--- config.mk ---
export PLATFORM = sky130hd
export DESIGN_NAME = subpel_filter
export DESIGN_NICKNAME = d
export VERILOG_FILES = /design/src/design/subpel_pkg.sv /design/src/design/subpel_filter.sv
export SDC_FILE = /design/constraint.sdc
export NUM_CORES = 1
export LEC_CHECK = 0
export ABC_AREA = 1
export BUFFER_PORTS_ARGS = -buffer_cell sky130_fd_sc_hd__buf_2
export CORE_ASPECT_RATIO = 1.5
export CORE_MARGIN = 8
export CORE_UTILIZATION = 41
export CTS_BUF_LIST = sky130_fd_sc_hd__clkbuf_4 sky130_fd_sc_hd__clkbuf_8
export CTS_CLUSTER_DIAMETER = 60
export DETAILED_ROUTE_END_ITERATION = 8
export GPL_TIMING_DRIVEN = 0
export REMOVE_ABC_BUFFERS = 1
export SYNTH_ARGS = -nofsm -noshare
export SYNTH_HDL_FRONTEND = slang
export SYNTH_SLANG_ARGS = --single-unit
export TNS_END_PERCENT = 10
--- constraint.sdc ---
create_clock -name clk -period 5.2 [get_ports clk]
set_input_delay 0 -clock clk [delete_from_list [all_inputs] [get_ports clk]]
set_output_delay 0 -clock clk [all_outputs]
set_load 0.01 [all_outputs]
--- src/design/subpel_pkg.sv ---
// package for the sixteenth-pel six-tap interpolator: types, codes and filter taps
`timescale 1ns / 1ps
package subpel_pkg;

  // store geometry defaults
  localparam int DEF_MAX_WIDTH  = 256;
  localparam int DEF_MAX_HEIGHT = 256;

  // signed width for tap coordinates before edge clamping
  localparam int CW = 14;
  // widths of the filter datapath
  localparam int PROD_W = 25;
  localparam int SUM_W  = 32;
  localparam int PIX_W  = 16;

  localparam logic CMD_WRITE   = 1'b0;
  localparam logic CMD_PREDICT = 1'b1;

  localparam logic [1:0] CFG_FRAME_WIDTH  = 2'd0;
  localparam logic [1:0] CFG_FRAME_HEIGHT = 2'd1;
  localparam logic [1:0] CFG_BIT_DEPTH    = 2'd2;

  localparam logic [8:0] RST_FRAME_WIDTH  = 9'd256;
  localparam logic [8:0] RST_FRAME_HEIGHT = 9'd256;
  localparam logic [4:0] RST_BIT_DEPTH    = 5'd10;

  localparam logic signed [SUM_W-1:0] ROUND_2D = SUM_W'(2048);

  typedef enum logic [1:0] {
    ST_IDLE,
    ST_RUN,
    ST_DRAIN
  } seq_state_t;

  // per-item settings the filter needs
  typedef struct packed {
    logic [3:0]       fx;
    logic [3:0]       fy;
    logic             copy;
    logic [PIX_W-1:0] maxv;
  } item_ctx_t;

  // travels with each store read
  typedef struct packed {
    logic       valid;
    logic       first_col;
    logic       last_col;
    logic       first_row;
    logic       last;
    logic [2:0] k;
    logic [2:0] j;
  } tap_tag_t;

  localparam logic signed [7:0] TAPS [16][6] = '{
    '{ 8'sd0,   8'sd0,  8'sd64,  8'sd0,   8'sd0,   8'sd0},
    '{ 8'sd1,  -8'sd3,  8'sd63,  8'sd4,  -8'sd2,   8'sd1},
    '{ 8'sd1,  -8'sd5,  8'sd62,  8'sd8,  -8'sd3,   8'sd1},
    '{ 8'sd1,  -8'sd6,  8'sd60,  8'sd13, -8'sd4,   8'sd0},
    '{ 8'sd1,  -8'sd7,  8'sd57,  8'sd19, -8'sd5,  -8'sd1},
    '{ 8'sd1,  -8'sd8,  8'sd54,  8'sd24, -8'sd6,  -8'sd1},
    '{ 8'sd1,  -8'sd9,  8'sd50,  8'sd29, -8'sd6,  -8'sd1},
    '{ 8'sd1,  -8'sd9,  8'sd46,  8'sd35, -8'sd7,  -8'sd2},
    '{ 8'sd1,  -8'sd10, 8'sd42,  8'sd42, -8'sd10,  8'sd1},
    '{-8'sd2,  -8'sd7,  8'sd35,  8'sd46, -8'sd9,   8'sd1},
    '{-8'sd1,  -8'sd6,  8'sd29,  8'sd50, -8'sd9,   8'sd1},
    '{-8'sd1,  -8'sd6,  8'sd24,  8'sd54, -8'sd8,   8'sd1},
    '{-8'sd1,  -8'sd5,  8'sd19,  8'sd57, -8'sd7,   8'sd1},
    '{ 8'sd0,  -8'sd4,  8'sd13,  8'sd60, -8'sd6,   8'sd1},
    '{ 8'sd1,  -8'sd3,  8'sd8,   8'sd62, -8'sd5,   8'sd1},
    '{ 8'sd1,  -8'sd2,  8'sd4,   8'sd63, -8'sd3,   8'sd1}
  };

  function automatic logic signed [7:0] tap_coef(input logic [3:0] ph, input logic [2:0] idx);
    logic signed [7:0] c;
    c = 8'sd0;
    if (idx <= 3'd5) begin
      c = TAPS[ph][idx];
    end
    return c;
  endfunction

endpackage

--- src/design/subpel_filter.sv ---
// separable six-tap filter pipeline: horizontal mac, vertical mac, round and clamp
`timescale 1ns / 1ps
module subpel_filter
  import subpel_pkg::*;
(
  input  logic             clk,
  input  logic             rst_n,
  input  tap_tag_t         tag,
  input  item_ctx_t        ctx,
  input  logic [PIX_W-1:0] rdata,
  output logic             out_valid,
  output logic [PIX_W-1:0] out_sample
);

  tap_tag_t t1_r, t2_r, t3_r, t4_r;
  tap_tag_t t2_nxt, t3_nxt, t4_nxt;
  logic signed [PROD_W-1:0] prod_r, prod_nxt, row_r, row_nxt, rdone_r, rdone_nxt;
  logic signed [PROD_W-1:0] row_sum;
  logic signed [SUM_W-1:0] vprod_r, vprod_nxt, tot_r, tot_nxt;
  logic fin_r, fin_nxt, out_valid_r, out_valid_nxt;
  logic [PIX_W-1:0] out_sample_r, out_sample_nxt;
  logic [19:0] shifted;

  always_comb begin
    // stage 1: pixel times horizontal tap
    prod_nxt = prod_r;
    t2_nxt   = t1_r;
    if (t1_r.valid) begin
      prod_nxt = PROD_W'($signed({1'b0, rdata})) * PROD_W'(tap_coef(ctx.fx, t1_r.k));
    end

    // stage 2: horizontal accumulate, hand finished rows on
    row_sum   = (t2_r.first_col ? '0 : row_r) + prod_r;
    row_nxt   = row_r;
    rdone_nxt = rdone_r;
    t3_nxt    = t2_r;
    t3_nxt.valid = t2_r.valid && t2_r.last_col;
    if (t2_r.valid) begin
      row_nxt = row_sum;
      if (t2_r.last_col) begin
        rdone_nxt = row_sum;
      end
    end

    // stage 3: row sum times vertical tap
    vprod_nxt = vprod_r;
    t4_nxt    = t3_r;
    if (t3_r.valid) begin
      vprod_nxt = SUM_W'(rdone_r) * SUM_W'(tap_coef(ctx.fy, t3_r.j));
    end

    // stage 4: vertical accumulate with the rounding offset
    tot_nxt = tot_r;
    fin_nxt = t4_r.valid && t4_r.last;
    if (t4_r.valid) begin
      tot_nxt = (t4_r.first_row ? ROUND_2D : tot_r) + vprod_r;
    end

    // stage 5: shift, clamp; single-axis cases carry a factor of 64 from the center tap
    shifted        = tot_r[SUM_W-1:12];
    out_valid_nxt  = fin_r;
    out_sample_nxt = out_sample_r;
    if (fin_r) begin
      if (tot_r[SUM_W-1]) begin
        out_sample_nxt = '0;
      end else if (ctx.copy) begin
        out_sample_nxt = shifted[PIX_W-1:0];
      end else if (shifted > {4'd0, ctx.maxv}) begin
        out_sample_nxt = ctx.maxv;
      end else begin
        out_sample_nxt = shifted[PIX_W-1:0];
      end
    end
  end

  always_ff @(posedge clk) begin
    if (!rst_n) begin
      t1_r        <= '0;
      t2_r        <= '0;
      t3_r        <= '0;
      t4_r        <= '0;
      fin_r       <= 1'b0;
      out_valid_r <= 1'b0;
    end else begin
      t1_r        <= tag;
      t2_r        <= t2_nxt;
      t3_r        <= t3_nxt;
      t4_r        <= t4_nxt;
      fin_r       <= fin_nxt;
      out_valid_r <= out_valid_nxt;
    end
  end

  always_ff @(posedge clk) begin
    prod_r       <= prod_nxt;
    row_r        <= row_nxt;
    rdone_r      <= rdone_nxt;
    vprod_r      <= vprod_nxt;
    tot_r        <= tot_nxt;
    out_sample_r <= out_sample_nxt;
  end

  assign out_valid  = out_valid_r;
  assign out_sample = out_sample_r;

endmodule

==> out/metrics.cfg, run 1 <==
[place]
portBuffers = 70
place_area_sq_um = 23400
dpl.cell_count = 3516
finalWeightedCongestion = 0.917
dp_hpwl_um = 50400

[cells_and_area]
area_delta_synth_final_pct = 19.0
layout-drive-gt1-share_pct = 17.3
final_cell_area_sq_um = 26800
fin_nets = 3501
utilization_pct = 49.2
final_cells = 3711

[logic_synthesis]
yosys.area.top_type = fa_1
avgSynthCellArea_sq_um = 8.03
netlist_instances = 2806
ys_ff_latch = 185
synth_warnings = 0
ys_top_cells_by_area = fa_1 (21%), edfxtp_1 (21%), ha_1 (11%)
seq_area_frac_synth_pct = 23.3
yosysMostFrequentCell = inv_1
synthDistinctLibCells = 56
netlist_area_sq_um = 22500
ys.flop_type = edfxtp_1
synthArstFlopShare_pct = 0
synth_commonest_cells = inv_1 (590), nand2_1 (424), nor2_1 (400), fa_1 (241), a21oi_1 (213)
synth_top_area_share_pct = 21.4
synth-edff-count = 155

[pwr]
vdd_drop_max_uv = 348
leakagePower_nw = 12.8
pwr_density_cell_nw_per_um2 = 509
total_power_mw = 13.7

[setup_path]
arrival_ps = 5520
required_ps = 5470
r2r_slack_ps = -60
path_max_fanout = 6
reg2reg_depth = 23
startpoint_type = flop
reg2reg_to = vprod_r[29]$_DFFE_PP_
endpoint_kind = flop
r2r_start = t3_r[1]$_SDFF_PN0_
timing_worst_setup_path_type = reg -> reg

[status]
status = complete, but fails checks
failed_checks = setup timing

[cts]
clock_path_buffers = 2
clk_pin_slew_worst_paths_ps = 110
clock_sinks = 185
insertion_delay_ps = 510
h-tree-depth = 4
cts_root_buf = clkbuf_8
cts_buffers = 17
cts_tree = done

[floorplan]
boundaryPins = 71
die_x_um = 207
die_h_um = 303
num_rows = 105
die_area_sq_um = 62900
fp.coreArea_sq_um = 54500
start_util_pct = 41.3

[global_route]
antenna_found_initial = 1
overflow = 0
grt_pass1_wl_um = 105000
grt_pass1_vias = 21000
grt_usage_pct = 21.0
grt_max_degree = 34

[sta]
period_share_pct = 101
tightestPinTransition_ps = 1240
final_max_slew_viol_count = 0
fin_skew_ps = 17.6
grt_setup_unrepaired = true
finalCriticalPeriod_ps = 5260
hold_viol_final = 0
finalSetupViolations = 5
final.setup.worst_slack_ps = -55.1
relSlewSlack_pct = 17.1
fmax_mhz = 190
holdWs_ps = 127

[routing]
drt-initial-drc-count = 1080
postRouteAntennaNets = 0
post_drt_wl_per_cell_um = 17.8
first_pass_iters = 6
via_per_inst = 5.21
drcViolationCount = 0
routed-via-count = 19300
wl_um = 66000

[flow_run]
cap_violations = 0

[min_path]
hold_path.class = in -> reg
hold_depth = 4
whs_endpoint = prod_r[1]$_DFFE_PP_
holdCritStartpoint = rdata[1]

-- routing by layer --
metal,share of wire [%],vias to the layer above,GRT usage (%)
li1,-,9228,-
met1,32,9312,17.9
met2,56,552,43.9
met3,3.0,245,1.85
met4,8.5,0,15.7
met5,0,-,0
-- cells in the final DEF, fill, tap and decap left out, drive strengths merged, types with 4 or more instances in the layout --
master / Yosys / routed
a21o: 10 / 10
a21oi: 216 / 218
a31oi: 10 / 10
buf: 41 / 181
clkbuf: 14 / 18
clkinv: 1 / 5
clkinvlp: 0 / 14
dfxtp: 30 / 30
dlygate4sd3: 0 / 40
edfxtp: 155 / 155
fa: 241 / 241
ha: 204 / 204
inv: 605 / 605
nand2: 432 / 433
nand3: 107 / 107
nand3b: 4 / 4
nand4: 25 / 26
nor2: 423 / 423
nor3: 28 / 28
o211ai: 12 / 12
o21a: 4 / 4
o21ai: 97 / 97
o21bai: 20 / 20
o22ai: 5 / 5
o31ai: 5 / 5
xnor2: 27 / 27
xor2: 70 / 70
-- layout make-up --
cell class	count	area [sq um]
multi-input combinational	1964	16100
sequential	185	5270
timing repair buffer	222	1770
clock buffer	17	234
fill	5156	27700
clock inverter	15	204
inverter	606	2330
antenna	1	2.50
timing repair inverter	6	45.0
tap	695	870
-- critical path, stage by stage, from the launching register on --
cell	delay [ps]
dfxtp_4	410
clkinvlp_4	140
o31ai_2	300
nand3_2	170
nand2_8	160
clkinvlp_4	170
buf_4	170
nor2_1	150
fa_1	450
fa_1	480
fa_1	530
inv_1	50
fa_1	470
inv_1	60
ha_4	240
nand2_1	60
nand2_1	100
nor2_2	160
nand2_4	100
a21oi_4	180
nand3b_1	220
nand3_1	110
nand2_1	70
nand2_1	50
-- registers in the layout, summed over array words and instances, names as in the netlist --
register,cells
out_sample,16
prod_r,25
vprod_r,32
out_valid,1
rdone_r,25
t3_r,6
row_r,25
t1_r,11
t4_r,3
t2_r,8
tot_r,32
fin_r,1
-- power by group --
group | internal, mW | leakage (nW) | switching (mW)
registers | 2.21 | 1.66 | 0.0597
logic | 4.12 | 10.9 | 6.16
clock network | 0.495 | 0.224 | 0.611
total | 6.83 | 12.8 | 6.83
-- kinds of logic (layout without fill, tap and decap cells) --
family / Yosys count / in the layout / share of synthesized area (%)
AOI/OAI and AO/OA: 392 / 394 / 9.96
xor gates and xnor gates: 97 / 97 / 3.77
adders and majority gates: 445 / 445 / 32.7
buffers and inverters: 661 / 866 / 11.5
DFF: 185 / 185 / 23.3
other: 0 / 1 / 0
and+or+nand+nor: 1026 / 1028 / 18.7
-- through the flow --
stage / setup TNS, ps / worst slack, ps
floorplan: -50.9 / -50.9
finish: -168 / -55.1
CTS: -132 / -35.5
detailed placement: -50760 / -1990
global placement: -51950 / -2040
global route: -2720 / -197
-- worst max path at each step --
stage | from | endpoint | slack (ps) | depth (start not counted)
global placement | ctx[18] | vprod_r[30]$_DFFE_PP_ | -2040 | 30
floorplan | t3_r[0]$_SDFF_PN0_ | vprod_r[30]$_DFFE_PP_ | -50 | 25
global route | t3_r[0]$_SDFF_PN0_ | vprod_r[30]$_DFFE_PP_ | -200 | 26
detailed placement | ctx[18] | vprod_r[30]$_DFFE_PP_ | -1990 | 30
finish | t3_r[1]$_SDFF_PN0_ | vprod_r[29]$_DFFE_PP_ | -60 | 23
CTS | t3_r[0]$_SDFF_PN0_ | vprod_r[31]$_DFFE_PP_ | -40 | 26
-- timing repair --
| item | in CTS | in global routing |
|---|---|---|
| hold buffers | 40 | 0 |
| cloned | 10 | 0 |
| resized for setup | 272 | 111 |
| hold endpoints to repair | 47 | 0 |
| buffers inserted | 88 | 24 |
| pin swaps | 70 | 67 |
| endpoints found under the setup margin | 44 | 36 |
Power figures use the tool's default switching activity.
==> inputs of run 2 (changes only) <==
- CELL_PAD_IN_SITES_DETAIL_PLACEMENT: unset -> 1
- CELL_PAD_IN_SITES_GLOBAL_PLACEMENT: unset -> 2
- CORE_UTILIZATION: 41 -> 36
- CTS_CLUSTER_SIZE: unset -> 8
- PLACE_DENSITY_LB_ADDON: unset -> 0.1
- SKIP_CTS_REPAIR_TIMING: unset -> 1
==> run 2 against run 1 <==
Compared with the run above:
- the run still ends with setup timing left
- highest routed layer unchanged
- combinational power is essentially flat
- hold slack worse by 38 ps
- final cell count rose by 2.3%
- via count is the same
- non-clock buffer count down 16
- setup slack lost 260 ps
- utilization is 6.5 points lower
- cell area down 1.1%
- count of clock-buffer cells in the layout is 3 higher
==> out/metrics.cfg, run 2 (same netlist as run 1, synthesis figures left out) <==
[global_route]
grt_max_degree = 34
use_met2_pct = 45.4
globalRouteMet1Util_pct = 17.3
antenna_found_initial = 1
overflow = 0
grt_usage_pct = 21.0
use_met3_pct = 1.77
grt_busiest_layer = met2
grt_pass1_wl_um = 114000
grt_pass1_vias = 21300

[floorplan]
num_rows = 112
die_x_um = 220
die_h_um = 322
die_area_sq_um = 71000
boundaryPins = 71
start_util_pct = 36.3
fp.coreArea_sq_um = 62100

[sta]
relSlewSlack_pct = 15.4
grt_setup_unrepaired = true
period_share_pct = 106
final_max_slew_viol_count = 0
fmax_mhz = 181
finalCriticalPeriod_ps = 5520
hold_viol_final = 0
finalSetupViolations = 19
tightestPinTransition_ps = 1270
fin_skew_ps = 25.9
final.setup.worst_slack_ps = -316

[routing]
postRouteAntennaNets = 0
wl_um = 78300
routed-via-count = 19300
drcViolationCount = 0
post_drt_wl_per_cell_um = 20.6
drt-initial-drc-count = 592
first_pass_iters = 5
via_per_inst = 5.09

[cts]
insertion_delay_ps = 570
clock_sinks = 185
clk_pin_slew_worst_paths_ps = 100
cts_root_buf = clkbuf_8
h-tree-depth = 4
clock_path_buffers = 2
cts_buffers = 17
cts_tree = done

[setup_path]
endpoint_kind = flop
required_ps = 5490
path_max_fanout = 7
r2r_slack_ps = -300
arrival_ps = 5810
startpoint_type = primary input
timing_worst_setup_path_type = in -> reg

[pwr]
p_sw_share_pct = 51.5
combPwrFrac_pct = 75.7
pwr_density_cell_nw_per_um2 = 509
vdd_drop_max_uv = 263
p_seq_share_pct = 16.9
clockPowerShare_pct = 7.4
total_power_mw = 13.5
power_switching_mw = 6.95
leakagePower_nw = 12.7
p_int_mw = 6.53

[place]
dp_slack_ps = -2390
portBuffers = 70
dp_hpwl_um = 62600
place_area_sq_um = 23600
finalWeightedCongestion = 0.858

[cells_and_area]
utilization_pct = 42.7
final_cell_area_sq_um = 26500
area_delta_synth_final_pct = 17.7
fin_nets = 3485
final_common_cell = inv_1
nFillCells = 7502
multiInputGateArea_sq_um = 15900
biggestRegsByFlops = tot_r (32), vprod_r (32)
regArea_sq_um = 5270
mostFrequentLayoutCells = inv_1 (574), nand2_1 (390), nor2_1 (366)
layout-drive-gt1-share_pct = 15.7

[flow_run]
cap_violations = 0

[min_path]
hold_path.class = in -> reg

[status]
failed_checks = setup timing
status = complete, but fails checks

[run 2: changes by cell type in the layout (fill, tap and decap cells not counted), moves of 4 or more]
cell	delta
nor2_1	+15
ha_1	+4
nor3_1	+4
buf_4	-8
nand2_4	-4
nor3_2	-4
nor2_4	-11
a21oi_1	+4
inv_1	+5
nor2_2	-4
buf_6	-7
[run 2: final timing paths]
path / start / endpoint / depth (start not counted)
setup reg to reg: t3_r[0]$_SDFF_PN0_ / vprod_r[31]$_DFFE_PP_ / 23
hold reg to reg: t1_r[2]$_SDFF_PN0_ / t2_r[2]$_SDFF_PN0_ / 2
setup / recovery: ctx[18] / vprod_r[31]$_DFFE_PP_ / 25
hold / removal: rdata[1] / prod_r[1]$_DFFE_PP_ / 4
[run 2: per-layer routing]
| metal | wire length [um] | vias up |
|---|---|---|
| li1 | - | 9191 |
| met1 | 23900 | 9621 |
| met2 | 47300 | 324 |
| met3 | 1290 | 201 |
| met4 | 5810 | 0 |
| met5 | 0 | - |
[run 2: cell type report]
type	instances	area share (%)
Inverter	606	8.79
Clock buffer	20	1.01
Timing Repair inverter	4	0.113
Sequential cell	185	19.9
Clock inverter	12	0.392
Multi-Input combinational cell	1966	59.9
Timing Repair Buffer	206	6.15
Tap cell	798	3.77
Antenna cell	1	0.00944
[run 2: through the flow]
stage,cells,setup TNS [ps],hold slack [ps]
after CTS,3652,-62640,-444
after floorplan,2751,-50.9,93.5
after global routing,3798,-8670,97.6
after global placement,3619,-68530,180
final,3798,-2320,89.3
after detailed placement,3620,-66220,192
[run 2: worst max-delay path, stage by stage]
cell and delay [ps]:
buf_2 200, inv_1 170, ha_1 300, o21ai_0 400, o32ai_1 160, nand2_1 280
nand4_1 160, buf_4 210, nand2_2 190, nand2_1 140, fa_2 580, inv_2 40
fa_1 500, fa_1 540, fa_1 550, ha_4 340, nand2_8 60, nor3_4 200
nand2_2 130, nor3_4 210, nand2_2 90, inv_1 70, nor2_2 50, nand3_1 100
nand2_2 120
[run 2: power groups by stage]
stage | clock [mW] | combinational, mW | sequential (mW)
4_1_cts | 1.05 | 8.40 | 2.28
6_report | 1.00 | 10.2 | 2.28
3_5_place_dp | 0 | 8.36 | 2.31
3_3_place_gp | 0 | 8.17 | 2.31
2_1_floorplan | 0 | 5.81 | 2.29
5_1_grt | 1.08 | 11.3 | 2.29
