===== config.mk =====
export PLATFORM = sky130hd
export DESIGN_NAME = subpel_seq
export DESIGN_NICKNAME = d
export VERILOG_FILES = /design/src/design/subpel_pkg.sv /design/src/design/subpel_seq.sv
export SDC_FILE = /design/constraint.sdc
export NUM_CORES = 1
export LEC_CHECK = 0
export BUFFER_PORTS_ARGS = -buffer_cell sky130_fd_sc_hd__buf_2
export CAP_MARGIN = 0
export CORE_UTILIZATION = 50
export DETAILED_ROUTE_END_ITERATION = 10
export GPL_TIMING_DRIVEN = 0
export PLACE_DENSITY = 0.76
export SLEW_MARGIN = 40
export SYNTH_ARGS = -nofsm -noshare
export SYNTH_HDL_FRONTEND = slang
export SYNTH_SLANG_ARGS = --single-unit
export TNS_END_PERCENT = 20

===== constraint.sdc =====
create_clock -name clk -period 5.1 [get_ports clk]
set_input_delay 0 -clock clk [delete_from_list [all_inputs] [get_ports clk]]
set_output_delay 0 -clock clk [all_outputs]
set_load 0.01 [all_outputs]

===== src/design/subpel_pkg.sv =====
// package for the sixteenth-pel six-tap interpolator: types, codes and filter taps
`timescale 1ns / 1ps
package subpel_pkg;

  // store geometry defaults
  localparam int DEF_MAX_WIDTH  = 256;
  localparam int DEF_MAX_HEIGHT = 256;

  // signed width for tap coordinates before edge clamping
  localparam int CW = 14;
  // widths of the filter datapath
  localparam int PROD_W = 25;
  localparam int SUM_W  = 32;
  localparam int PIX_W  = 16;

  localparam logic CMD_WRITE   = 1'b0;
  localparam logic CMD_PREDICT = 1'b1;

  localparam logic [1:0] CFG_FRAME_WIDTH  = 2'd0;
  localparam logic [1:0] CFG_FRAME_HEIGHT = 2'd1;
  localparam logic [1:0] CFG_BIT_DEPTH    = 2'd2;

  localparam logic [8:0] RST_FRAME_WIDTH  = 9'd256;
  localparam logic [8:0] RST_FRAME_HEIGHT = 9'd256;
  localparam logic [4:0] RST_BIT_DEPTH    = 5'd10;

  localparam logic signed [SUM_W-1:0] ROUND_2D = SUM_W'(2048);

  typedef enum logic [1:0] {
    ST_IDLE,
    ST_RUN,
    ST_DRAIN
  } seq_state_t;

  // per-item settings the filter needs
  typedef struct packed {
    logic [3:0]       fx;
    logic [3:0]       fy;
    logic             copy;
    logic [PIX_W-1:0] maxv;
  } item_ctx_t;

  // travels with each store read
  typedef struct packed {
    logic       valid;
    logic       first_col;
    logic       last_col;
    logic       first_row;
    logic       last;
    logic [2:0] k;
    logic [2:0] j;
  } tap_tag_t;

  localparam logic signed [7:0] TAPS [16][6] = '{
    '{ 8'sd0,   8'sd0,  8'sd64,  8'sd0,   8'sd0,   8'sd0},
    '{ 8'sd1,  -8'sd3,  8'sd63,  8'sd4,  -8'sd2,   8'sd1},
    '{ 8'sd1,  -8'sd5,  8'sd62,  8'sd8,  -8'sd3,   8'sd1},
    '{ 8'sd1,  -8'sd6,  8'sd60,  8'sd13, -8'sd4,   8'sd0},
    '{ 8'sd1,  -8'sd7,  8'sd57,  8'sd19, -8'sd5,  -8'sd1},
    '{ 8'sd1,  -8'sd8,  8'sd54,  8'sd24, -8'sd6,  -8'sd1},
    '{ 8'sd1,  -8'sd9,  8'sd50,  8'sd29, -8'sd6,  -8'sd1},
    '{ 8'sd1,  -8'sd9,  8'sd46,  8'sd35, -8'sd7,  -8'sd2},
    '{ 8'sd1,  -8'sd10, 8'sd42,  8'sd42, -8'sd10,  8'sd1},
    '{-8'sd2,  -8'sd7,  8'sd35,  8'sd46, -8'sd9,   8'sd1},
    '{-8'sd1,  -8'sd6,  8'sd29,  8'sd50, -8'sd9,   8'sd1},
    '{-8'sd1,  -8'sd6,  8'sd24,  8'sd54, -8'sd8,   8'sd1},
    '{-8'sd1,  -8'sd5,  8'sd19,  8'sd57, -8'sd7,   8'sd1},
    '{ 8'sd0,  -8'sd4,  8'sd13,  8'sd60, -8'sd6,   8'sd1},
    '{ 8'sd1,  -8'sd3,  8'sd8,   8'sd62, -8'sd5,   8'sd1},
    '{ 8'sd1,  -8'sd2,  8'sd4,   8'sd63, -8'sd3,   8'sd1}
  };

  function automatic logic signed [7:0] tap_coef(input logic [3:0] ph, input logic [2:0] idx);
    logic signed [7:0] c;
    c = 8'sd0;
    if (idx <= 3'd5) begin
      c = TAPS[ph][idx];
    end
    return c;
  endfunction

endpackage


===== src/design/subpel_seq.sv =====
// item sequencer: takes commands, walks the tap window and drives the frame store port
`timescale 1ns / 1ps
module subpel_seq
  import subpel_pkg::*;
#(
  parameter int MAX_WIDTH  = DEF_MAX_WIDTH,
  parameter int MAX_HEIGHT = DEF_MAX_HEIGHT
) (
  input  logic                                      clk,
  input  logic                                      rst_n,
  input  logic                                      start,
  input  logic                                      cmd,
  input  logic [7:0]                                pos_x,
  input  logic [7:0]                                pos_y,
  input  logic [15:0]                               pixel_value,
  input  logic signed [15:0]                        mv_x,
  input  logic signed [15:0]                        mv_y,
  input  logic [8:0]                                frame_width,
  input  logic [8:0]                                frame_height,
  input  logic [4:0]                                bit_depth,
  input  logic                                      done,
  output logic                                      busy,
  output logic                                      ram_en,
  output logic                                      ram_we,
  output logic [$clog2(MAX_WIDTH*MAX_HEIGHT)-1:0]   ram_addr,
  output logic [PIX_W-1:0]                          ram_wdata,
  output tap_tag_t                                  tag,
  output item_ctx_t                                 ctx
);

  localparam int XW = $clog2(MAX_WIDTH);
  localparam int YW = $clog2(MAX_HEIGHT);
  localparam int AW = $clog2(MAX_WIDTH * MAX_HEIGHT);

  seq_state_t state_r, state_nxt;
  logic [2:0] k_r, k_nxt, j_r, j_nxt;
  logic signed [CW-1:0] ox_r, ox_nxt, oy_r, oy_nxt;
  logic [XW-1:0] limx_r, limx_nxt;
  logic [YW-1:0] limy_r, limy_nxt;
  item_ctx_t ctx_r, ctx_nxt;

  logic accept, accept_pred, accept_wr, wr_in_range;
  logic [2:0] kmin, kmax, jmin, jmax;
  logic last_col, last_row;
  logic signed [CW-1:0] xs, ys;
  logic [XW-1:0] xc;
  logic [YW-1:0] yc;
  logic [4:0] bd_sat;
  logic [16:0] maxv_wide;

  assign accept      = start && (state_r == ST_IDLE);
  assign accept_pred = accept && (cmd == CMD_PREDICT);
  assign wr_in_range = (32'(pos_x) < 32'(MAX_WIDTH)) && (32'(pos_y) < 32'(MAX_HEIGHT));
  assign accept_wr   = accept && (cmd == CMD_WRITE) && wr_in_range;
  assign busy        = (state_r != ST_IDLE);

  // a zero phase collapses that axis to the center tap
  assign kmin = (ctx_r.fx == 4'd0) ? 3'd2 : 3'd0;
  assign kmax = (ctx_r.fx == 4'd0) ? 3'd2 : 3'd5;
  assign jmin = (ctx_r.fy == 4'd0) ? 3'd2 : 3'd0;
  assign jmax = (ctx_r.fy == 4'd0) ? 3'd2 : 3'd5;
  assign last_col = (k_r == kmax);
  assign last_row = (j_r == jmax);

  always_comb begin
    bd_sat = bit_depth;
    if (bit_depth < 5'd8) begin
      bd_sat = 5'd8;
    end else if (bit_depth > 5'd16) begin
      bd_sat = 5'd16;
    end
    maxv_wide = (17'd1 << bd_sat) - 17'd1;
  end

  // next state
  always_comb begin
    state_nxt = state_r;
    case (state_r)
      ST_IDLE: begin
        if (accept_pred) begin
          state_nxt = ST_RUN;
        end
      end
      ST_RUN: begin
        if (last_col && last_row) begin
          state_nxt = ST_DRAIN;
        end
      end
      ST_DRAIN: begin
        if (done) begin
          state_nxt = ST_IDLE;
        end
      end
      default: state_nxt = ST_IDLE;
    endcase
  end

  // item context and tap counters
  always_comb begin
    k_nxt    = k_r;
    j_nxt    = j_r;
    ox_nxt   = ox_r;
    oy_nxt   = oy_r;
    limx_nxt = limx_r;
    limy_nxt = limy_r;
    ctx_nxt  = ctx_r;
    if (accept_pred) begin
      ox_nxt = {{(CW-8){1'b0}}, pos_x} + {{(CW-12){mv_x[15]}}, mv_x[15:4]};
      oy_nxt = {{(CW-8){1'b0}}, pos_y} + {{(CW-12){mv_y[15]}}, mv_y[15:4]};
      if (frame_width == 9'd0) begin
        limx_nxt = '0;
      end else if (32'(frame_width) > 32'(MAX_WIDTH)) begin
        limx_nxt = XW'(MAX_WIDTH - 1);
      end else begin
        limx_nxt = XW'(frame_width - 9'd1);
      end
      if (frame_height == 9'd0) begin
        limy_nxt = '0;
      end else if (32'(frame_height) > 32'(MAX_HEIGHT)) begin
        limy_nxt = YW'(MAX_HEIGHT - 1);
      end else begin
        limy_nxt = YW'(frame_height - 9'd1);
      end
      ctx_nxt.fx   = mv_x[3:0];
      ctx_nxt.fy   = mv_y[3:0];
      ctx_nxt.copy = (mv_x[3:0] == 4'd0) && (mv_y[3:0] == 4'd0);
      ctx_nxt.maxv = maxv_wide[15:0];
      k_nxt = (mv_x[3:0] == 4'd0) ? 3'd2 : 3'd0;
      j_nxt = (mv_y[3:0] == 4'd0) ? 3'd2 : 3'd0;
    end else if (state_r == ST_RUN) begin
      if (last_col) begin
        k_nxt = kmin;
        j_nxt = j_r + 3'd1;
      end else begin
        k_nxt = k_r + 3'd1;
      end
    end
  end

  // clamp the current tap to the frame
  always_comb begin
    xs = ox_r + {{(CW-3){1'b0}}, k_r} - CW'(2);
    ys = oy_r + {{(CW-3){1'b0}}, j_r} - CW'(2);
    if (xs[CW-1]) begin
      xc = '0;
    end else if (xs > $signed({{(CW-XW){1'b0}}, limx_r})) begin
      xc = limx_r;
    end else begin
      xc = xs[XW-1:0];
    end
    if (ys[CW-1]) begin
      yc = '0;
    end else if (ys > $signed({{(CW-YW){1'b0}}, limy_r})) begin
      yc = limy_r;
    end else begin
      yc = ys[YW-1:0];
    end
  end

  // store port and tap tag
  always_comb begin
    ram_en    = 1'b0;
    ram_we    = 1'b0;
    ram_addr  = AW'(yc) * AW'(MAX_WIDTH) + AW'(xc);
    ram_wdata = pixel_value;
    tag       = '0;
    if (accept_wr) begin
      ram_en   = 1'b1;
      ram_we   = 1'b1;
      ram_addr = AW'(pos_y) * AW'(MAX_WIDTH) + AW'(pos_x);
    end else if (state_r == ST_RUN) begin
      ram_en         = 1'b1;
      tag.valid      = 1'b1;
      tag.first_col  = (k_r == kmin);
      tag.last_col   = last_col;
      tag.first_row  = (j_r == jmin);
      tag.last       = last_col && last_row;
      tag.k          = k_r;
      tag.j          = j_r;
    end
  end

  assign ctx = ctx_r;

  always_ff @(posedge clk) begin
    if (!rst_n) begin
      state_r <= ST_IDLE;
    end else begin
      state_r <= state_nxt;
    end
  end

  always_ff @(posedge clk) begin
    k_r    <= k_nxt;
    j_r    <= j_nxt;
    ox_r   <= ox_nxt;
    oy_r   <= oy_nxt;
    limx_r <= limx_nxt;
    limy_r <= limy_nxt;
    ctx_r  <= ctx_nxt;
  end

endmodule


==> results.ini, run 1 <==
[detailed_routing]
drtAntennaViolNets=0
wl_per_cell_um=14.5
first_iter_violations=203
post-route-drc-count=0
routed_wl_um=14400
firstDrtPassIters=4
vias=5374
drt-vias-per-instance=5.42

[yosys]
synthTopCellsByArea=edfxtp_1, ha_1, inv_1, xnor2_1, o21ai_0
mappedNetlistArea_mm2=0.00617
yosys.area.top_type=edfxtp_1
synthCells=657
yosysSeqAreaShare_pct=36.2
synthFlopType=edfxtp_1
yosysUniqueCellTypes=67
avgSynthCellArea_um2=9.39
netlist.area_leader.share_pct=35.5
synthArstFlopShare_pct=0
synth-edff-count=73
yosysWarnings=0
synthTopCellsByCount=inv_1, edfxtp_1, ha_1
synth.most_common_cell=inv_1
synth_seq_cells=75

[power]
irDropWorstVdd_v=0.000175
p_total_uw=2120
p_per_area_mw_per_mm2=277
leakagePower_uw=0.00354

[hold_path]
hold_path.class=in2reg

[cells_and_area]
area_delta_synth_final_pct=24.0
drive_above_1_share_pct=23.6
regArea_mm2=0.00223
fillers=983
antennaDiodeCount=0
multi_input_area_mm2=0.00346
final_nets=1004

[sta]
max_clock_freq_ghz=0.207
hold_viol_final=0
finalSetupViolations=0
worst_slack_ns=0.276
layout_worst_path_cycle_share_pct=94.6
fin_skew_ns=0.00399
worst_pin_slew_ns=0.642
grt_setup_unrepaired=true
period_minus_slack_ns=4.82
fin_hold_ws_ns=0.0165
slew_headroom_pct=57.0
slew_violations=0

[cts]
htree_levels=3
clock_path_buffers=2
cts.clk_slew.worst_paths_ns=0.06
clk_latency_ns=0.34
numCtsBuffers=9
cts.sinks=75
cts_root_buffer=clkbuf_16
cts_tree=yes

[setup_path]
critical_path_peak_fanout=8
path_cells=inv_1, ha_1, inv_1, ha_1, inv_1, fa_1, nor2b_1, o21a_1, nor2_1, xnor2_1, ha_1, and4_1, o21ai_0, o2111a_1, o221ai_1, or3_1, buf_1, a2111oi_0, o21ai_0, buf_2
slowest_delay_ns=0.43
reg2reg_setup_slack_ns=3.00
slowest_stage=edfxtp_1
path_class=reg2out
crit_required_ns=5.10
cp-start-kind=flip-flop
crit_arrival_ns=4.82
endpoint_kind=output pin

[status]
status=completed

[job]
drv_cap=0

[die]
die_h_um=113
dieWidth_um=113
ios=163
fp-row-count=40
design.core.area_mm2=0.0120
start_util_pct=51.4
dieArea_mm2=0.0128

[placed_design]
io_buffers=145
hpwl_um=11300
gp_congestion=0.905
post-place-ws_ns=0.603

[global_routing]
antenna_found_initial=0
grt_usage_pct=23.2
grt_pass1_vias=5356
grt_max_degree=41
overflow=0
grt_pass1_wl_um=23700

[through the flow]
stage | instances | cell area, um2 | setup TNS [ns] | utilization, %
2_1_floorplan | 662 | 6190 | 0 | -
3_3_place_gp | 954 | 7100 | 0 | 59.1
3_5_place_dp | 955 | 7120 | 0 | 59.3
4_1_cts | 990 | 7640 | 0 | 63.6
5_1_grt | 991 | 7650 | -0.101 | 63.7
6_report | 991 | 7650 | 0 | 63.7
[kinds of logic after synthesis]
group | synth area share [%]
simple gates | 14.2
compound gates | 18.7
buf+inv | 8.15
flops | 36.2
fa+ha+maj | 15.3
xor+xnor | 5.82
mux | 1.62
other cells | 0.0608
[report_power, final]
group          leakage (uW)  internal (uW)  total (uW)  switching [uW]
combinational       0.00269            298         676             378
sequential         0.000690            728         749            20.9
clock              0.000158            433         693             260
total               0.00354           1460        2120             659
[critical path, delay by kind of cell, from the launching register on]
kind	cells	cell delay (ns)
compound gates	6	1.21
xor+xnor	1	0.23
fa+ha+maj	4	1.15
buf+inv	5	0.66
flops	1	0.43
simple gates	4	0.82
[cells in the final DEF, fill, tap and decap left out, types with 7 or more instances in the layout]
cell	Yosys	layout
o21a_1	12	12
nor2b_1	13	13
edfxtp_1	73	73
a21oi_1	33	33
clkbuf_16	0	9
ha_1	69	69
o21ai_0	47	47
a211oi_1	7	7
nor4_1	8	8
inv_1	85	84
mux2i_1	10	10
xnor2_1	32	32
a21o_1	11	11
clkbuf_1	11	11
buf_2	0	145
nor2_1	50	50
dlygate4sd3_1	0	19
xor2_1	9	9
nand3_1	15	15
a22oi_1	8	8
o211ai_1	8	8
nand2_1	39	39
buf_4	17	18
[cell type report]
cell class | instances | area share [%]
inverters | 85 | 4.20
multi-input cells | 472 | 45.3
clock inverters | 7 | 1.29
plain buffers | 30 | 2.40
clock buffers | 9 | 2.94
repair buffers | 166 | 12.3
well taps | 147 | 2.40
flip-flops and latches | 75 | 29.2
[registers in the layout (all words and copies together) (netlist names)]
signal   flops
ctx         25
j_r          3
k_r          3
limx_r       8
limy_r       8
ox_r        13
oy_r        13
state_r      2
[layer usage]
layer  GRT usage [%]  wire (um)  vias to the layer above
met1            27.8       6190                     2504
li1                -          -                     2706
met3            3.05        679                       16
met5               0          0                        -
met4            8.60        207                        0
met2            42.2       7330                      148
[worst paths after layout]
kind,start,endpoint,depth (start not counted)
worst max-delay path,k_r[1],ram_addr[0],20
worst min-delay path,bit_depth[2],ctx[11],2
worst max register to register,ctx[21],j_r[1],4
worst min register to register,state_r[1],state_r[0],1
[what timing repair did]
action,in CTS,in global routing
setup endpoints to repair,0,13
endpoints found under the hold margin,22,0
setup buffers,0,1
hold buffers,19,0
gates resized for setup,0,2
Power figures use the tool's default switching activity.
==> inputs of run 2 (changes only) <==
--- a/config.mk
+++ b/config.mk
@@ -7,10 +7,12 @@
 export LEC_CHECK = 0
 export BUFFER_PORTS_ARGS = -buffer_cell sky130_fd_sc_hd__buf_2
 export CAP_MARGIN = 0
-export CORE_UTILIZATION = 50
+export CELL_PAD_IN_SITES_DETAIL_PLACEMENT = 1
+export CELL_PAD_IN_SITES_GLOBAL_PLACEMENT = 1
+export CORE_UTILIZATION = 41
 export DETAILED_ROUTE_END_ITERATION = 10
 export GPL_TIMING_DRIVEN = 0
-export PLACE_DENSITY = 0.76
+export PLACE_DENSITY_LB_ADDON = 0.1
 export SLEW_MARGIN = 40
 export SYNTH_ARGS = -nofsm -noshare
 export SYNTH_HDL_FRONTEND = slang
==> results.ini, run 2 (synthesis results as in run 1) <==
[cts]
htree_levels=3  ; unchanged
cts.clk_slew.worst_paths_ns=0.06  ; about the same
clk_latency_ns=0.35  ; about the same
cts_tree=yes
cts.sinks=75  ; unchanged
clock_path_buffers=2  ; unchanged
numCtsBuffers=9  ; unchanged
cts_root_buffer=clkbuf_16

[sta]
fin_setup_tns_ns=0  ; unchanged
max_clock_freq_ghz=0.210  ; +1.5%
grt_setup_unrepaired=false
fin_hold_ws_ns=0.00909  ; -0.00737 ns
layout_worst_path_cycle_share_pct=93.2  ; -1.4 points
period_minus_slack_ns=4.75  ; -0.0719 ns
worst_pin_slew_ns=0.688  ; +0.0453 ns
finalSetupViolations=0  ; unchanged
slew_violations=0  ; unchanged
hold_viol_final=0  ; unchanged
fin_skew_ns=0.00544  ; +0.00145 ns
slew_headroom_pct=54.2  ; -2.8 points

[cells_and_area]
postLayoutCoreUtil_pct=52.7  ; -11 points
postLayoutCellArea_mm2=0.00769  ; +0.49%
drive_above_1_share_pct=23.9  ; +0.36 points
instances_no_fill=1028  ; +3.7%
regArea_mm2=0.00223  ; unchanged
fillers=1719  ; +75%
largest_reg_flops=25  ; unchanged
multi_input_area_mm2=0.00347  ; +0.29%
final_cell_mix=buf_2, inv_1, edfxtp_1
final_common_cell=buf_2
area_delta_synth_final_pct=24.6
antennaDiodeCount=0  ; unchanged
final_nets=1004  ; unchanged

[die]
dieWidth_um=125  ; +10%
start_util_pct=42.3  ; -9.1 points
ios=163  ; unchanged
fp-row-count=44  ; +10%
die_h_um=125  ; +10%
design.core.area_mm2=0.0146  ; +21%
dieArea_mm2=0.0155  ; +22%

[setup_path]
cp.buffers_inverters=4  ; -1
endpoint_kind=output pin
slowest_delay_ns=0.44  ; about the same
path_class=reg2out
cp-start-kind=flip-flop
crit_arrival_ns=4.75  ; -0.07 ns
slowest_stage=or3_4
crit_required_ns=5.10  ; about the same
crit_family=compound AO/OA/AOI/OAI gates
critical_path_peak_fanout=8  ; unchanged
path_cells=inv_1, ha_1, inv_1, ha_1, inv_1, fa_1, nor2b_2, o2111ai_2, nand2_1, xor2_1, ha_1, a211oi_1, o2111a_1, o221ai_1, or3_4, a2111oi_1, o21ai_0, buf_2

[power]
p_per_area_mw_per_mm2=274  ; -1.1%
leakagePower_uw=0.00354  ; about the same
p_sw_share_pct=32.9  ; +1.8 points
pwr-share-comb_pct=33.2  ; +1.3 points
seqPwrFrac_pct=35.6  ; +0.2 points
irDropWorstVdd_v=0.000185  ; +6.0%
p_sw_uw=693  ; +5.1%
clkPwrFrac_pct=31.2  ; -1.5 points
p_int_uw=1410  ; -3.2%

[placed_design]
gp_congestion=0.815  ; -9.9%
io_buffers=145  ; unchanged
dp_cells=992  ; +3.9%
placed_area_mm2=0.00717  ; +0.65%
hpwl_um=13700  ; +21%

[global_routing]
grt_usage_pct=22.4  ; -0.80 points
grt_pass1_vias=5895  ; +10%
antenna_found_initial=0  ; unchanged
grt_max_degree=46  ; +12%
grt_pass1_wl_um=28100  ; +19%
overflow=0  ; unchanged

[hold_path]
hold_path.class=in2reg

[detailed_routing]
wl_per_cell_um=16.6  ; +14%
vias=5504  ; +2.4%
routed_wl_um=17100  ; +19%
post-route-drc-count=0  ; unchanged
drt-vias-per-instance=5.35  ; -1.3%
firstDrtPassIters=6  ; +2
drtAntennaViolNets=0  ; unchanged
first_iter_violations=189  ; -6.9%

[status]
status=completed

[job]
drv_cap=0  ; unchanged

run 2: cell type report:
type	count	share of cell area, %
buffer	29	2.34
clock buffer	9	2.93
clock inverter	7	0.960
inverter	85	4.18
multi-input combinational	472	45.2
sequential	75	29.0
tap	184	2.99
timing repair buffer	167	12.4
run 2: metal layers:
| metal | track usage (%) | routed length, um | vias to the layer above |
|---|---|---|---|
| li1 | - | - | 2697 |
| met1 | 25.4 | 7290 | 2660 |
| met2 | 41.8 | 8840 | 120 |
| met3 | 3.44 | 570 | 27 |
| met4 | 8.36 | 368 | 0 |
| met5 | 0 | 0 | - |
run 2: path summary, 6_finish.rpt:
check / start / end / slack [ns] / cells past startpoint
worst max-delay path: k_r[1] / ram_addr[5] / 0.35 / 18
worst min-delay path: mv_x[12] / ox_r[8] / 0.009 / 2
worst max register to register: ctx[21] / state_r[1] / 2.40 / 8
worst min register to register: state_r[1] / state_r[0] / 0.53 / 1
run 2: per-stage QoR:
stage | power, uW | worst slack (ns)
6_report | 2100 | 0.348
5_1_grt | 2220 | 0.0432
4_1_cts | 2110 | 0.0799
3_5_place_dp | 1440 | 0.490
3_3_place_gp | 1400 | 0.672
2_1_floorplan | 1220 | 1.20
run 2: timing repair:
item	CTS	global route
resized for setup	0	5
setup endpoints to repair	0	15
hold buffers	20	0
endpoints found under the hold margin	21	0
setup buffers	0	1
run 2: power groups by stage:
stage / Combinational (uW) / Sequential, uW / Clock, uW
after floorplan: 462 / 761 / 0
after global placement: 640 / 763 / 0
after detailed placement: 678 / 763 / 0
after CTS: 696 / 750 / 664
after global routing: 781 / 753 / 687
final: 700 / 749 / 656
==> inputs of run 3 (changes only) <==
==> constraint.sdc (replaced) <==
create_clock -name clk -period 4.88 [get_ports clk]
set_input_delay 0 -clock clk [delete_from_list [all_inputs] [get_ports clk]]
set_output_delay 0 -clock clk [all_outputs]
set_load 0.01 [all_outputs]
==> results.ini, run 3 (synthesis results as in run 1) <==
[status]
status=completed

[placed_design]
io_buffers=145  ; unchanged
placed_area_mm2=0.00717  ; unchanged
dp_cells=992  ; unchanged
gp_congestion=0.815  ; unchanged
hpwl_um=13700  ; unchanged

[detailed_routing]
firstDrtPassIters=4  ; -2
drtAntennaViolNets=0  ; unchanged
post-route-drc-count=0  ; unchanged
drt-vias-per-instance=5.36  ; +0.14%
wl_per_cell_um=16.7  ; +0.34%
routed_wl_um=17100  ; +0.44%
vias=5517  ; +0.24%
first_iter_violations=158  ; -16%

[cells_and_area]
instances_no_fill=1029  ; +0.097%
regArea_mm2=0.00223  ; unchanged
drive_above_1_share_pct=24.5  ; +0.56 points
final_cell_mix=buf_2, inv_1, edfxtp_1
postLayoutCellArea_mm2=0.00772  ; +0.34%
final_common_cell=buf_2
postLayoutCoreUtil_pct=52.9  ; +0.18 points
final_nets=1005  ; +0.10%
area_delta_synth_final_pct=25.0
antennaDiodeCount=0  ; unchanged
largest_reg_flops=25  ; unchanged
fillers=1719  ; unchanged
multi_input_area_mm2=0.00349  ; +0.54%

[die]
ios=163  ; unchanged
die_h_um=125  ; unchanged
fp-row-count=44  ; unchanged
start_util_pct=42.3  ; unchanged
dieWidth_um=125  ; unchanged
dieArea_mm2=0.0155  ; unchanged
design.core.area_mm2=0.0146  ; unchanged

[setup_path]
endpoint_kind=output pin
path_cells=inv_2, ha_1, inv_1, ha_1, inv_1, fa_1, nor2b_2, o2111ai_2, nand2_2, xor2_2, ha_1, a211oi_1, o2111a_1, o221ai_1, or3_4, a2111oi_0, o21ai_1, buf_2
slowest_delay_ns=0.44  ; about the same
cp-start-kind=flip-flop
slowest_stage=edfxtp_1
crit_arrival_ns=4.67  ; -0.08 ns
crit_required_ns=4.88  ; -0.22 ns
crit_top_cell=ha_1
critical_path_peak_fanout=8  ; unchanged
path_class=reg2out

[power]
p_per_area_mw_per_mm2=286  ; +4.5%
leakagePower_uw=0.00355  ; +0.23%
irDropWorstVdd_v=0.000195  ; +5.3%

[global_routing]
grt_pass1_wl_um=28100  ; about the same
antenna_found_initial=0  ; unchanged
grt_usage_pct=22.4  ; about the same
overflow=0  ; unchanged
grt_max_degree=46  ; unchanged
grt_pass1_vias=5894  ; -0.017%

[cts]
cts.sinks=75  ; unchanged
htree_levels=3  ; unchanged
clock_path_buffers=2  ; unchanged
numCtsBuffers=9  ; unchanged
clk_latency_ns=0.35  ; about the same
cts_tree=yes
cts_root_buffer=clkbuf_16
cts.clk_slew.worst_paths_ns=0.06  ; about the same

[sta]
worst_pin_slew_ns=0.671  ; -0.0168 ns
finalSetupViolations=0  ; unchanged
fin_skew_ns=0.00544  ; -0.00000414 ns
hold_viol_final=0  ; unchanged
period_minus_slack_ns=4.67
slew_violations=0  ; unchanged
slew_headroom_pct=55.1  ; +0.93 points
layout_worst_path_cycle_share_pct=95.8
max_clock_freq_ghz=0.214

[job]
drv_cap=0  ; unchanged

[hold_path]
hold_path.class=in2reg

run 3: cell types whose count changed in the layout (fill, tap and decap cells not counted):
cell and change:
a2111oi_0 -2, inv_1 -1, o21ai_0 -3, nor4b_2 +1, buf_4 +1, xor2_2 +1, o21ai_1 +3, inv_2 +1
nand2_2 +1, nand2_1 -1, a2111oi_1 +2, nor4b_1 -1, xor2_1 -1
run 3: power breakdown:
| group | leakage [uW] | internal, uW | total [uW] | switching, uW |
|---|---|---|---|---|
| registers | 0.000690 | 761 | 783 | 22.0 |
| clock network | 0.000146 | 399 | 686 | 287 |
| logic | 0.00271 | 320 | 739 | 419 |
run 3: metal layers:
metal	GRT usage [%]	up-vias	part of all wire, %
met4	8.36	0	2.1
met3	3.44	27	3.6
met1	25.4	2670	42
li1	-	2700	-
met2	41.7	120	52
met5	0	-	0
run 3: worst paths after layout:
path	startpoint	to	slack, ns	cells past startpoint
worst max-delay path	k_r[1]	ram_addr[4]	0.21	18
worst min-delay path	mv_x[12]	ox_r[8]	0.01	2
worst max register to register	ctx[21]	state_r[1]	2.19	8
worst min register to register	state_r[1]	state_r[0]	0.53	1
run 3: layout make-up:
class                   instances  share of cell area, %
well taps                     184                   2.98
inverters                      85                   4.17
multi-input cells             472                   45.3
clock buffers                   9                   2.92
plain buffers                  29                   2.34
repair buffers                168                   12.5
clock inverters                 7                  0.957
flip-flops and latches         75                   28.9
run 3: timing repair:
item | CTS | global route
hold endpoints to repair | 21 | 0
setup buffers | 0 | 2
resized for setup | 5 | 9
setup endpoints to repair | 8 | 16
hold buffers | 20 | 0
pin swaps | 0 | 1
gates cloned | 0 | 0
run 3: metrics by stage:
step | hold slack (ns) | total power (uW) | TNS (ns) | worst slack [ns]
CTS | 0.00291 | 2210 | -0.0135 | -0.0135
finish | 0.00951 | 2210 | 0 | 0.206
global placement | 0.186 | 1470 | 0 | 0.452
floorplan | 0.0918 | 1280 | 0 | 0.979
global route | 0.0146 | 2330 | -0.0180 | -0.0180
detailed placement | 0.185 | 1510 | 0 | 0.270
run 3: worst max-delay path, delay by kind of cell (launching register included):
kind,cells,cell delay (ns)
compound gates,6,1.38
fa+ha+maj,4,1.13
simple gates,3,0.77
flops,1,0.44
buf+inv,4,0.42
xor+xnor,1,0.18
